[src/rtl/hash_set_membership_table_assert.svh]
// Assertion macros for the hash set membership table.
// HSMT_ASSERT checks a property outside reset; HSMT_ASSERT_ALWAYS checks it on every edge.
`ifndef HASH_SET_MEMBERSHIP_TABLE_ASSERT_SVH
`define HASH_SET_MEMBERSHIP_TABLE_ASSERT_SVH
`ifndef SYNTHESIS
`define HSMT_ASSERT(lbl, clk, rst_n, prop, msg) \
    lbl: assert property (@(posedge clk) disable iff (!rst_n) prop) else $error(msg);
`define HSMT_ASSERT_ALWAYS(lbl, clk, prop, msg) \
    lbl: assert property (@(posedge clk) prop) else $error(msg);
`else
`define HSMT_ASSERT(lbl, clk, rst_n, prop, msg)
`define HSMT_ASSERT_ALWAYS(lbl, clk, prop, msg)
`endif
`endif

[src/rtl/hsmt_pkg.sv]
package hsmt_pkg;

    localparam int DEFAULT_TABLE_DEPTH = 64;
    localparam int DEFAULT_HASH_BYTES  = 8;

    localparam int CMD_W    = 2;
    localparam int HASH_W   = 64;
    localparam int FILL_W   = 7;
    localparam int S_DATA_W = 64;
    localparam int M_DATA_W = 16;

    typedef enum logic [CMD_W-1:0] {
        CMD_ADD   = 2'd0,
        CMD_QUERY = 2'd1,
        CMD_CLEAR = 2'd2
    } cmd_t;

    typedef enum logic [1:0] {
        ST_IDLE,
        ST_SCAN,
        ST_RESULT
    } state_t;

    // Control from the sequencer to the table.
    typedef struct packed {
        logic wr_en;
        logic scan_start;
    } table_req_t;

    // Scan progress reported back by the table.
    typedef struct packed {
        logic done;
        logic hit;
    } scan_stat_t;

endpackage

[src/rtl/hsmt_table.sv]
module hsmt_table import hsmt_pkg::*; #(
    parameter int TABLE_DEPTH = DEFAULT_TABLE_DEPTH,
    parameter int HASH_BYTES  = DEFAULT_HASH_BYTES,
    localparam int KEY_W  = 8 * HASH_BYTES,
    localparam int CNT_W  = $clog2(TABLE_DEPTH + 1),
    localparam int ADDR_W = (TABLE_DEPTH > 1) ? $clog2(TABLE_DEPTH) : 1
) (
    input  logic             aclk,
    input  logic             aresetn,
    input  table_req_t       req,
    input  logic [CNT_W-1:0] wr_index,
    input  logic [KEY_W-1:0] wr_key,
    input  logic [CNT_W-1:0] scan_len,
    input  logic [KEY_W-1:0] scan_key,
    output scan_stat_t       stat
);

    logic [KEY_W-1:0] entry_mem [TABLE_DEPTH];
    logic [KEY_W-1:0] rd_data_reg;

    logic             issuing_reg, issuing_next;
    logic             pend_reg, pend_next;
    logic             pend_last_reg, pend_last_next;
    logic [CNT_W-1:0] idx_reg, idx_next;
    logic [CNT_W-1:0] len_reg, len_next;
    logic [KEY_W-1:0] key_reg, key_next;

    logic             hit_now;
    logic             done_now;
    logic [CNT_W-1:0] idx_inc;

    always_ff @(posedge aclk) begin
        if (req.wr_en) begin
            entry_mem[wr_index[ADDR_W-1:0]] <= wr_key;
        end
    end

    always_ff @(posedge aclk) begin
        if (issuing_reg) begin
            rd_data_reg <= entry_mem[idx_reg[ADDR_W-1:0]];
        end
    end

    assign idx_inc  = idx_reg + CNT_W'(1);
    assign hit_now  = pend_reg && (rd_data_reg == key_reg);
    assign done_now = pend_reg && (hit_now || pend_last_reg);

    // One read is issued per cycle; its data is registered and compared in the next cycle.
    always_comb begin
        issuing_next   = issuing_reg;
        pend_next      = 1'b0;
        pend_last_next = 1'b0;
        idx_next       = idx_reg;
        len_next       = len_reg;
        key_next       = key_reg;
        if (req.scan_start) begin
            issuing_next = 1'b1;
            idx_next     = '0;
            len_next     = scan_len;
            key_next     = scan_key;
        end else if (done_now) begin
            issuing_next = 1'b0;
        end else if (issuing_reg) begin
            pend_next      = 1'b1;
            pend_last_next = (idx_inc == len_reg);
            idx_next       = idx_inc;
            issuing_next   = (idx_inc != len_reg);
        end
    end

    always_ff @(posedge aclk) begin
        if (!aresetn) begin
            issuing_reg   <= 1'b0;
            pend_reg      <= 1'b0;
            pend_last_reg <= 1'b0;
        end else begin
            issuing_reg   <= issuing_next;
            pend_reg      <= pend_next;
            pend_last_reg <= pend_last_next;
        end
    end

    always_ff @(posedge aclk) begin
        idx_reg <= idx_next;
        len_reg <= len_next;
        key_reg <= key_next;
    end

    assign stat.done = done_now;
    assign stat.hit  = hit_now;

endmodule

[src/rtl/hash_set_membership_table.sv]
// Add, clear, the unused command code and a query on an empty table: the result state loads the output once it is free.
// Query on N stored entries: one table read per cycle through the single table read port, then the
// result state; the scan ends at the first match, else after all N stored entries are compared.
// One command at a time: the next input transaction is taken the cycle after the result loads.
// Reset (aresetn low, synchronous) empties the table; stored hashes are not cleared.
module hash_set_membership_table import hsmt_pkg::*; #(
    parameter int TABLE_DEPTH = DEFAULT_TABLE_DEPTH,
    parameter int HASH_BYTES  = DEFAULT_HASH_BYTES
) (
    input  logic                aclk,
    input  logic                aresetn,
    input  logic                s_tvalid,
    output logic                s_tready,
    input  logic [S_DATA_W-1:0] s_tdata,  // [63:0] entry_hash
    input  logic [CMD_W-1:0]    s_tuser,  // [1:0] cmd
    output logic                m_tvalid,
    input  logic                m_tready,
    output logic [M_DATA_W-1:0] m_tdata   // [0] status, [1] found, [8:2] fill_count, rest zero
);

    `include "hash_set_membership_table_assert.svh"

    localparam int KEY_W = 8 * HASH_BYTES;
    localparam int CNT_W = $clog2(TABLE_DEPTH + 1);

    state_t           state_reg, state_next;
    logic [CNT_W-1:0] count_reg, count_next;
    logic             res_status_reg, res_status_next;
    logic             res_found_reg, res_found_next;
    logic             m_tvalid_reg, m_tvalid_next;
    logic             m_status_reg, m_status_next;
    logic             m_found_reg, m_found_next;
    logic [FILL_W-1:0] m_fill_reg, m_fill_next;

    logic       s_fire;
    logic       out_free;
    logic       table_full;
    cmd_t       cmd;
    table_req_t req;
    scan_stat_t stat;

    assign cmd        = cmd_t'(s_tuser);
    assign s_tready   = (state_reg == ST_IDLE);
    assign s_fire     = s_tvalid && s_tready;
    assign out_free   = !m_tvalid_reg || m_tready;
    assign table_full = (count_reg == CNT_W'(TABLE_DEPTH));

    hsmt_table #(
        .TABLE_DEPTH (TABLE_DEPTH),
        .HASH_BYTES  (HASH_BYTES)
    ) u_table (
        .aclk     (aclk),
        .aresetn  (aresetn),
        .req      (req),
        .wr_index (count_reg),
        .wr_key   (s_tdata[KEY_W-1:0]),
        .scan_len (count_reg),
        .scan_key (s_tdata[KEY_W-1:0]),
        .stat     (stat)
    );

    always_comb begin
        state_next = state_reg;
        case (state_reg)
            ST_IDLE: begin
                if (s_fire) begin
                    if (cmd == CMD_QUERY && count_reg != '0) begin
                        state_next = ST_SCAN;
                    end else begin
                        state_next = ST_RESULT;
                    end
                end
            end
            ST_SCAN: begin
                if (stat.done) begin
                    state_next = ST_RESULT;
                end
            end
            ST_RESULT: begin
                if (out_free) begin
                    state_next = ST_IDLE;
                end
            end
            default: state_next = ST_IDLE;
        endcase
    end

    always_comb begin
        count_next      = count_reg;
        res_status_next = res_status_reg;
        res_found_next  = res_found_reg;
        m_tvalid_next   = m_tvalid_reg && !m_tready;
        m_status_next   = m_status_reg;
        m_found_next    = m_found_reg;
        m_fill_next     = m_fill_reg;
        req             = '0;
        case (state_reg)
            ST_IDLE: begin
                if (s_fire) begin
                    res_status_next = 1'b0;
                    res_found_next  = 1'b0;
                    case (cmd)
                        CMD_ADD: begin
                            if (table_full) begin
                                res_status_next = 1'b1;
                            end else begin
                                req.wr_en  = 1'b1;
                                count_next = count_reg + CNT_W'(1);
                            end
                        end
                        CMD_QUERY: begin
                            req.scan_start = (count_reg != '0);
                        end
                        CMD_CLEAR: begin
                            count_next = '0;
                        end
                        default: begin
                        end
                    endcase
                end
            end
            ST_SCAN: begin
                if (stat.done) begin
                    res_found_next = stat.hit;
                end
            end
            ST_RESULT: begin
                if (out_free) begin
                    m_tvalid_next = 1'b1;
                    m_status_next = res_status_reg;
                    m_found_next  = res_found_reg;
                    m_fill_next   = FILL_W'(count_reg);
                end
            end
            default: begin
            end
        endcase
    end

    always_ff @(posedge aclk) begin
        if (!aresetn) begin
            state_reg    <= ST_IDLE;
            count_reg    <= '0;
            m_tvalid_reg <= 1'b0;
        end else begin
            state_reg    <= state_next;
            count_reg    <= count_next;
            m_tvalid_reg <= m_tvalid_next;
        end
    end

    always_ff @(posedge aclk) begin
        res_status_reg <= res_status_next;
        res_found_reg  <= res_found_next;
        m_status_reg   <= m_status_next;
        m_found_reg    <= m_found_next;
        m_fill_reg     <= m_fill_next;
    end

    assign m_tvalid = m_tvalid_reg;
    assign m_tdata  = {{(M_DATA_W - FILL_W - 2){1'b0}}, m_fill_reg, m_found_reg, m_status_reg};

    `HSMT_ASSERT(a_count_in_range, aclk, aresetn, count_reg <= CNT_W'(TABLE_DEPTH), "fill count above depth")
    `HSMT_ASSERT(a_done_only_in_scan, aclk, aresetn, stat.done |-> state_reg == ST_SCAN, "scan done outside scan state")
    `HSMT_ASSERT(a_add_grows, aclk, aresetn, (s_fire && cmd == CMD_ADD && !table_full) |=> count_reg == $past(count_reg) + CNT_W'(1), "add did not grow table")
    `HSMT_ASSERT_ALWAYS(a_reset_idle, aclk, !aresetn |=> state_reg == ST_IDLE && !m_tvalid_reg, "reset did not idle block")

endmodule
[config.mk]
export PLATFORM = sky130hd
export DESIGN_NAME = hash_set_membership_table
export DESIGN_NICKNAME = d
export VERILOG_FILES = /design/src/rtl/hsmt_pkg.sv /design/src/rtl/hsmt_table.sv /design/src/rtl/hash_set_membership_table.sv
export VERILOG_INCLUDE_DIRS = /design/src /design/src/rtl
export SDC_FILE = /design/constraint.sdc
export NUM_CORES = 2
export LEC_CHECK = 0
export BUFFER_PORTS_ARGS = -buffer_cell sky130_fd_sc_hd__buf_2
export CAP_MARGIN = 20
export CORE_UTILIZATION = 63
export DETAILED_ROUTE_END_ITERATION = 10
export GPL_ROUTABILITY_DRIVEN = 0
export MAX_ROUTING_LAYER = met4
export PLACE_DENSITY_LB_ADDON = 0.05
export RECOVER_POWER = 25
export SLEW_MARGIN = 20
export SYNTH_ARGS = -nofsm -noshare
export SYNTH_HDL_FRONTEND = slang
export SYNTH_SLANG_ARGS = --single-unit
[constraint.sdc]
create_clock -name aclk -period 6.6 [get_ports aclk]
set_input_delay 1.32 -clock aclk [delete_from_list [all_inputs] [get_ports aclk]]
set_output_delay 1.32 -clock aclk [all_outputs]
set_load 0.1 [all_outputs]
Yosys cells after proc, flatten, opt, wreduce, memory -nomap -nowiden --
Memories as Yosys holds them, arrays and structs flattened. A register that Yosys moved wholly into a read port is not among the register bits. Cells that the tools add are included.
Word-level totals: register bits after elaboration 102, latch bits 0, RAM bits 4096, memory bits (read-only) 0, output and inout bits 18, word-level logic and storage cells 78, memories 1
Operators by class: add/sub/neg operators 2, $mul 0, div/mod/pow operators 0, magnitude comparators 0, equality and inequality tests 12, shift operators 0, mux-type cells 24, bitwise gates (word level) 3, reduce and logical (&&, ||, !) cells 22
Memory list:
- u_table.entry_mem | words 64, width 64, read ports 1, clocked after memory_dff 1, wr ports 1, line hsmt_table.sv:18 | logic [KEY_W-1:0] entry_mem [TABLE_DEPTH];
Operator list (count):
- 64-bit == test | 1
- 7-bit by 1-bit adder with 7-bit output, second input constant | 2
- 1-bit two-way mux | 14
- 7-bit one-hot mux with 2 select lines | 1
- 2-bit two-way mux | 6
- 7-bit == test | 1
- 7-bit == test, second input constant | 1
- 7-bit two-way mux | 1
- 7-bit != test | 1
- 7-bit nonzero test | 1
- 2-bit one-hot mux with 3 select lines | 1
- 2-bit AND reduction | 3
- 3-bit AND reduction | 2
- 1-bit logical AND | 5
- 2-bit by 1-bit == test with 1-bit output, second input constant | 2
- 2-bit == test, second input constant | 2
- 2-bit logical NOT | 2
- 2-bit by 1-bit != test with 1-bit output, second input constant | 2
- 2-bit != test, second input constant | 2
- 4-bit AND reduction | 1
- 2-bit nonzero test | 2
- 4-bit OR reduction | 1
- 1-bit inverter | 3
- 3-bit OR reduction | 1
- 3 further kinds | 5

Longest topological paths before layout --
depth in word-level cells 7, depth in mapped cells 10, depth with buffers taken out 8

Modules after synthesis --
A second synthesis with hierarchy kept.
Second synthesis, totals: cells, all modules 6305, area, all modules 161662.5 um2
Modules (own cells, without submodules):
- hsmt_table | times used 1, cells an instance 6205, area an instance 160652.8 um2, sequential area each 127252.0 um2
- hash_set_membership_table | times used 1, cells an instance 100, area an instance 1009.7 um2, sequential area each 530.5 um2

Least setup slack after synthesis --
OpenSTA, ideal clock, no wires.
path kind register -> register, from register state_reg[1], to memory u_table.entry_mem[62][0] (netlist name) (enable), library setup time 0.487 ns, data arrival time 5.724 ns, required time 6.113 ns, slack 0.390 ns, cell stages (with the launch flop) 8, path buffers 1, cells stage by stage dfxtp_1 -> nor2_1 -> nand2_1 -> nor4b_2 -> and2_0 -> clkbuf_1 -> nand3_1 -> nor2_1
Between the ends: word-level cells in the longest chain between the ends 6
Ends and longest elaborated chain:
- start, declared | line hash_set_membership_table.sv:26 | state_t state_reg, state_next;
- start signal, assigned | line hash_set_membership_table.sv:146 | state_reg <= state_next;
- 2-bit logical NOT (*) | line hash_set_membership_table.sv:43 | assign s_tready = (state_reg == ST_IDLE);
- net s_tready | line hash_set_membership_table.sv:13 | output logic s_tready,
- 1-bit logical AND | line hash_set_membership_table.sv:44 | assign s_fire = s_tvalid && s_tready;
- 2-bit two-way mux | line hash_set_membership_table.sv:99 | if (s_fire) begin
- 2-bit two-way mux (*) | line hash_set_membership_table.sv:97 | case (state_reg)
- 1-bit two-way mux (*) | line hsmt_table.sv:33 | if (req.wr_en) begin
- 1-bit two-way mux (not written as such) (*) | line hsmt_table.sv:34 | entry_mem[wr_index[ADDR_W-1:0]] <= wr_key;
- end, declared | line hsmt_table.sv:18
Mark *: on every way through the listed nets, which the timed path passes. The rest lies on a longest branch.

Worst setup path after layout --
from register count_reg[1], to memory u_table.entry_mem[46][21] (netlist name) (enable)
Between the ends: word-level cells in the longest chain between the ends 7
Ends and longest elaborated chain:
- start, declared | line hash_set_membership_table.sv:27 | logic [CNT_W-1:0] count_reg, count_next;
- start signal, assigned | line hash_set_membership_table.sv:147 | count_reg <= count_next;
- 7-bit == test | line hash_set_membership_table.sv:46 | assign table_full = (count_reg == CNT_W'(TABLE_DEPTH));
- 1-bit two-way mux | line hash_set_membership_table.sv:104 | if (table_full) begin
- 1-bit two-way mux | line hash_set_membership_table.sv:102 | case (cmd)
- 2-bit two-way mux | line hash_set_membership_table.sv:99
- 2-bit two-way mux | line hash_set_membership_table.sv:97
- 1-bit two-way mux | line hsmt_table.sv:33
- 1-bit two-way mux (not written as such) | line hsmt_table.sv:34
Several ways; a longest one is shown, not always the timed one.

==> flow_summary.json <==
{
  "failed_checks": "capacitance limit, slew limit",
  "track_usage": 0.3206,
  "cp-end-kind": "flop",
  "syn_inst": 6259,
  "cts_hold_buffers": 0,
  "grt_max_degree": 129,
  "grt_busiest_layer": "met2",
  "min_to": "u_table.idx_reg[6]$_SDFFE_PP0P_",
  "dp_slack_ns": 1.689,
  "root_buffer": "clkbuf_16",
  "start_util": 0.6346,
  "overflow": 0,
  "start_kind": "flop",
  "power.internal_uw": 52530,
  "ios": 88,
  "final_max_slew_viol_count": 3601,
  "power.density_nw_per_um2": 397.9,
  "ys_seq_elements": 4262,
  "cellLeakagePower_uw": 0.05567,
  "whs_path_depth": 2,
  "switching_share": 0.2719,
  "syn_avg_cell_area_um2": 25.79,
  "reg2regPathDepth": 8,
  "post_cts_buffers": 0,
  "drt_first_pass_iters": 5,
  "netlist_area_um2": 161400,
  "cts_tree": "done",
  "met3_usage": 0.04517,
  "p_total_uw": 72150,
  "cp.arrival_ns": 5.10,
  "fin_setup_tns_ns": 0,
  "drive_gt1_frac": 0.3237,
  "cts_buffer_depth": 4,
  "slowest_stage": "nor2_4",
  "synth_edf_count": 4242,
  "grt_pass1_vias": 71666,
  "die_x_um": 508.2,
  "grt_first_pass_wirelength_mm": 552.4,
  "cts_resized": 0,
  "crit_chain": "inv_1, ha_1, nand4b_1, nor4b_2, and2_0, nand3_1, nor2_4, buf_12",
  "fin_ws_ns": 2.113,
  "combPwrFrac": 0.248,
  "clk_latency_ns": 0.99,
  "avgViaCountPerCell": 6.944,
  "cp.required_ns": 7.21,
  "irDropWorstVdd_mv": 0.3612,
  "io_buffers": 80,
  "drc": 0,
  "worstReg2RegStart": "count_reg[1]$_SDFFE_PN0P_",
  "wl_mm": 393.2,
  "worst-setup-path-type": "flop to flop",
  "startpoint": "count_reg[1]$_SDFFE_PN0P_",
  "cp_max_fo": 49,
  "min_from": "u_table.idx_reg[6]$_SDFFE_PP0P_",
  "p_clk_frac": 0.331,
  "period_needed_ns": 4.487,
  "postPlaceCellArea_um2": 167700,
  "hold_class": "flop to flop",
  "ys.flop_type": "edfxtp_1",
  "timing.hold.ws_ns": 0.5051,
  "rows": 185,
  "ys_warn_count": 0,
  "post-dp-hpwl_mm": 220.6,
  "fp.dieArea_um2": 258300,
  "period_share": 0.6799,
  "r2r_setup_slack_ns": 2.11,
  "fmax_mhz": 222.9,
  "clock_sinks": 4262,
  "design_area_um2": 181300,
  "pwr-share-seq": 0.421,
  "rr_endpoint": "u_table.entry_mem[46][21]$_DFFE_PP_",
  "wl_per_cell_um": 37.70,
  "max_slew.worst_pin.slew_ns": 4.022,
  "nets": 6775,
  "seq_area_frac_synth": 0.7915,
  "numCtsBuffers": 428,
  "drv_cap": 55,
  "h-tree-depth": 5,
  "antenna_found_initial": 12,
  "vias": 72422,
  "finalSetupViolations": 0,
  "met1_usage": 0.4460,
  "cts.clk_slew.worst_paths_ns": 0.06,
  "largest_reg_flops": 4096,
  "met2_usage": 0.5018,
  "slowest_delay_ns": 0.80,
  "hold_viol": 0,
  "async_flop_share": 0,
  "drt_iter0_drc": 9284,
  "status": "finished with violations",
  "synth_cell_type_count": 53,
  "slew_headroom": -1.681,
  "die_h_um": 508.2,
  "fp.coreArea_um2": 254400,
  "area_growth_pct": 12.32,
  "power.switching_uw": 19620,
  "rsz0062_at_grt": "no",
  "ant_nets": 0,
  "fin_skew_ns": 0.05026
}
-- routing by layer --
layer / part of all wire / wire [µm]
met4: 0.038 / 15120
met1: 0.38 / 150400
met5: 0 / 0
met3: 0.077 / 30240
met2: 0.50 / 197500
-- metrics by stage --
stage / utilization / instances
finish: 0.7128 / 10430
floorplan: - / 6265
CTS: 0.7133 / 10401
detailed placement: 0.6592 / 9638
global route: 0.7127 / 10416
global placement: 0.6592 / 9638
-- worst max-delay path: cells and delay by family, from the launching register on --
| family | cells | cell delay (ns) |
|---|---|---|
| adders and majority gates | 1 | 0.24 |
| DFF | 1 | 0.53 |
| buffers and inverters | 2 | 0.51 |
| and+or+nand+nor | 5 | 2.72 |
-- power groups by stage --
stage                     clock network [µW]  registers, µW  logic [µW]
after detailed placement                   0          30900       18200
final                                  23900          30400       17900
after floorplan                            0          30500       11900
after global routing                   25100          30400       18500
after global placement                     0          30900       18100
after CTS                              24200          30300       18300
-- synthesized netlist by cell type (2+ instances only) --
master / n / area (µm²)
edfxtp_1: 4242 / 127400
mux4_2: 1344 / 30270
clkbuf_1: 174 / 653.1
buf_2: 100 / 500.5
nor2_1: 84 / 315.3
xnor2_1: 55 / 481.7
buf_1: 35 / 131.4
nor2b_1: 28 / 175.2
nand4_1: 21 / 131.4
dfxtp_1: 20 / 400.4
inv_1: 16 / 60.06
nand2_1: 14 / 52.55
nand3_1: 13 / 65.06
a21oi_1: 12 / 60.06
buf_4: 9 / 67.56
nor4_1: 9 / 56.30
o21ai_0: 8 / 40.04
nand2b_1: 6 / 37.54
nor3_1: 6 / 30.03
xor2_1: 6 / 52.55
or3_1: 5 / 31.28
a21boi_0: 4 / 30.03
nand3b_1: 4 / 30.03
or4_1: 4 / 30.03
a2111oi_0: 3 / 26.28
and3_1: 3 / 18.77
ha_1: 3 / 37.54
o211ai_1: 3 / 22.52
nand4b_1: 2 / 17.52
nor4b_1: 2 / 17.52
o211a_1: 2 / 20.02
-- cells by family after synthesis --
| family | share of synthesized area |
|---|---|
| muxes | 0.1876 |
| xor gates and xnor gates | 0.003309 |
| buffers and inverters | 0.008820 |
| adders and majority gates | 0.0002325 |
| and+or+nand+nor | 0.006689 |
| AOI/OAI and AO/OA | 0.001814 |
| DFF | 0.7915 |
| other | 0.00002323 |
-- how the worst max path moves through the flow --
stage,endpoint
after global placement,u_table.entry_mem[46][23]$_DFFE_PP_
after CTS,u_table.entry_mem[46][32]$_DFFE_PP_
after detailed placement,u_table.entry_mem[46][10]$_DFFE_PP_
after global routing,u_table.entry_mem[46][21]$_DFFE_PP_
after floorplan,u_table.entry_mem[62][0]$_DFFE_PP_
final,u_table.entry_mem[46][21]$_DFFE_PP_
-- area by class of cell --
type,instances,area (µm²)
flip-flops and latches,4262,127800
diodes,29,72.57
clock inverters,259,2626
fillers,14490,73060
inverters,16,62.56
multi-input cells,1668,32730
repair buffers,326,2694
clock buffers,504,11120
well taps,3366,4212
-- placed cells by master, fill, tap and decap left out, types with 12 or more instances in the layout --
master | synthesis | final
a21oi_1 | 12 | 12
buf_12 | 0 | 50
buf_2 | 100 | 69
buf_4 | 9 | 150
bufinv_16 | 0 | 54
clkbuf_1 | 174 | 126
clkbuf_16 | 0 | 434
clkinv_1 | 0 | 105
clkinv_2 | 0 | 77
dfxtp_1 | 20 | 13
diode_2 | 0 | 29
edfxtp_1 | 4242 | 4242
inv_1 | 16 | 15
mux4_2 | 1344 | 1344
nand2_1 | 14 | 14
nand3_1 | 13 | 13
nand4_1 | 21 | 21
nor2_1 | 84 | 20
nor2_4 | 0 | 64
nor2b_1 | 28 | 28
xnor2_1 | 55 | 55
Power figures use the tool's default switching activity.
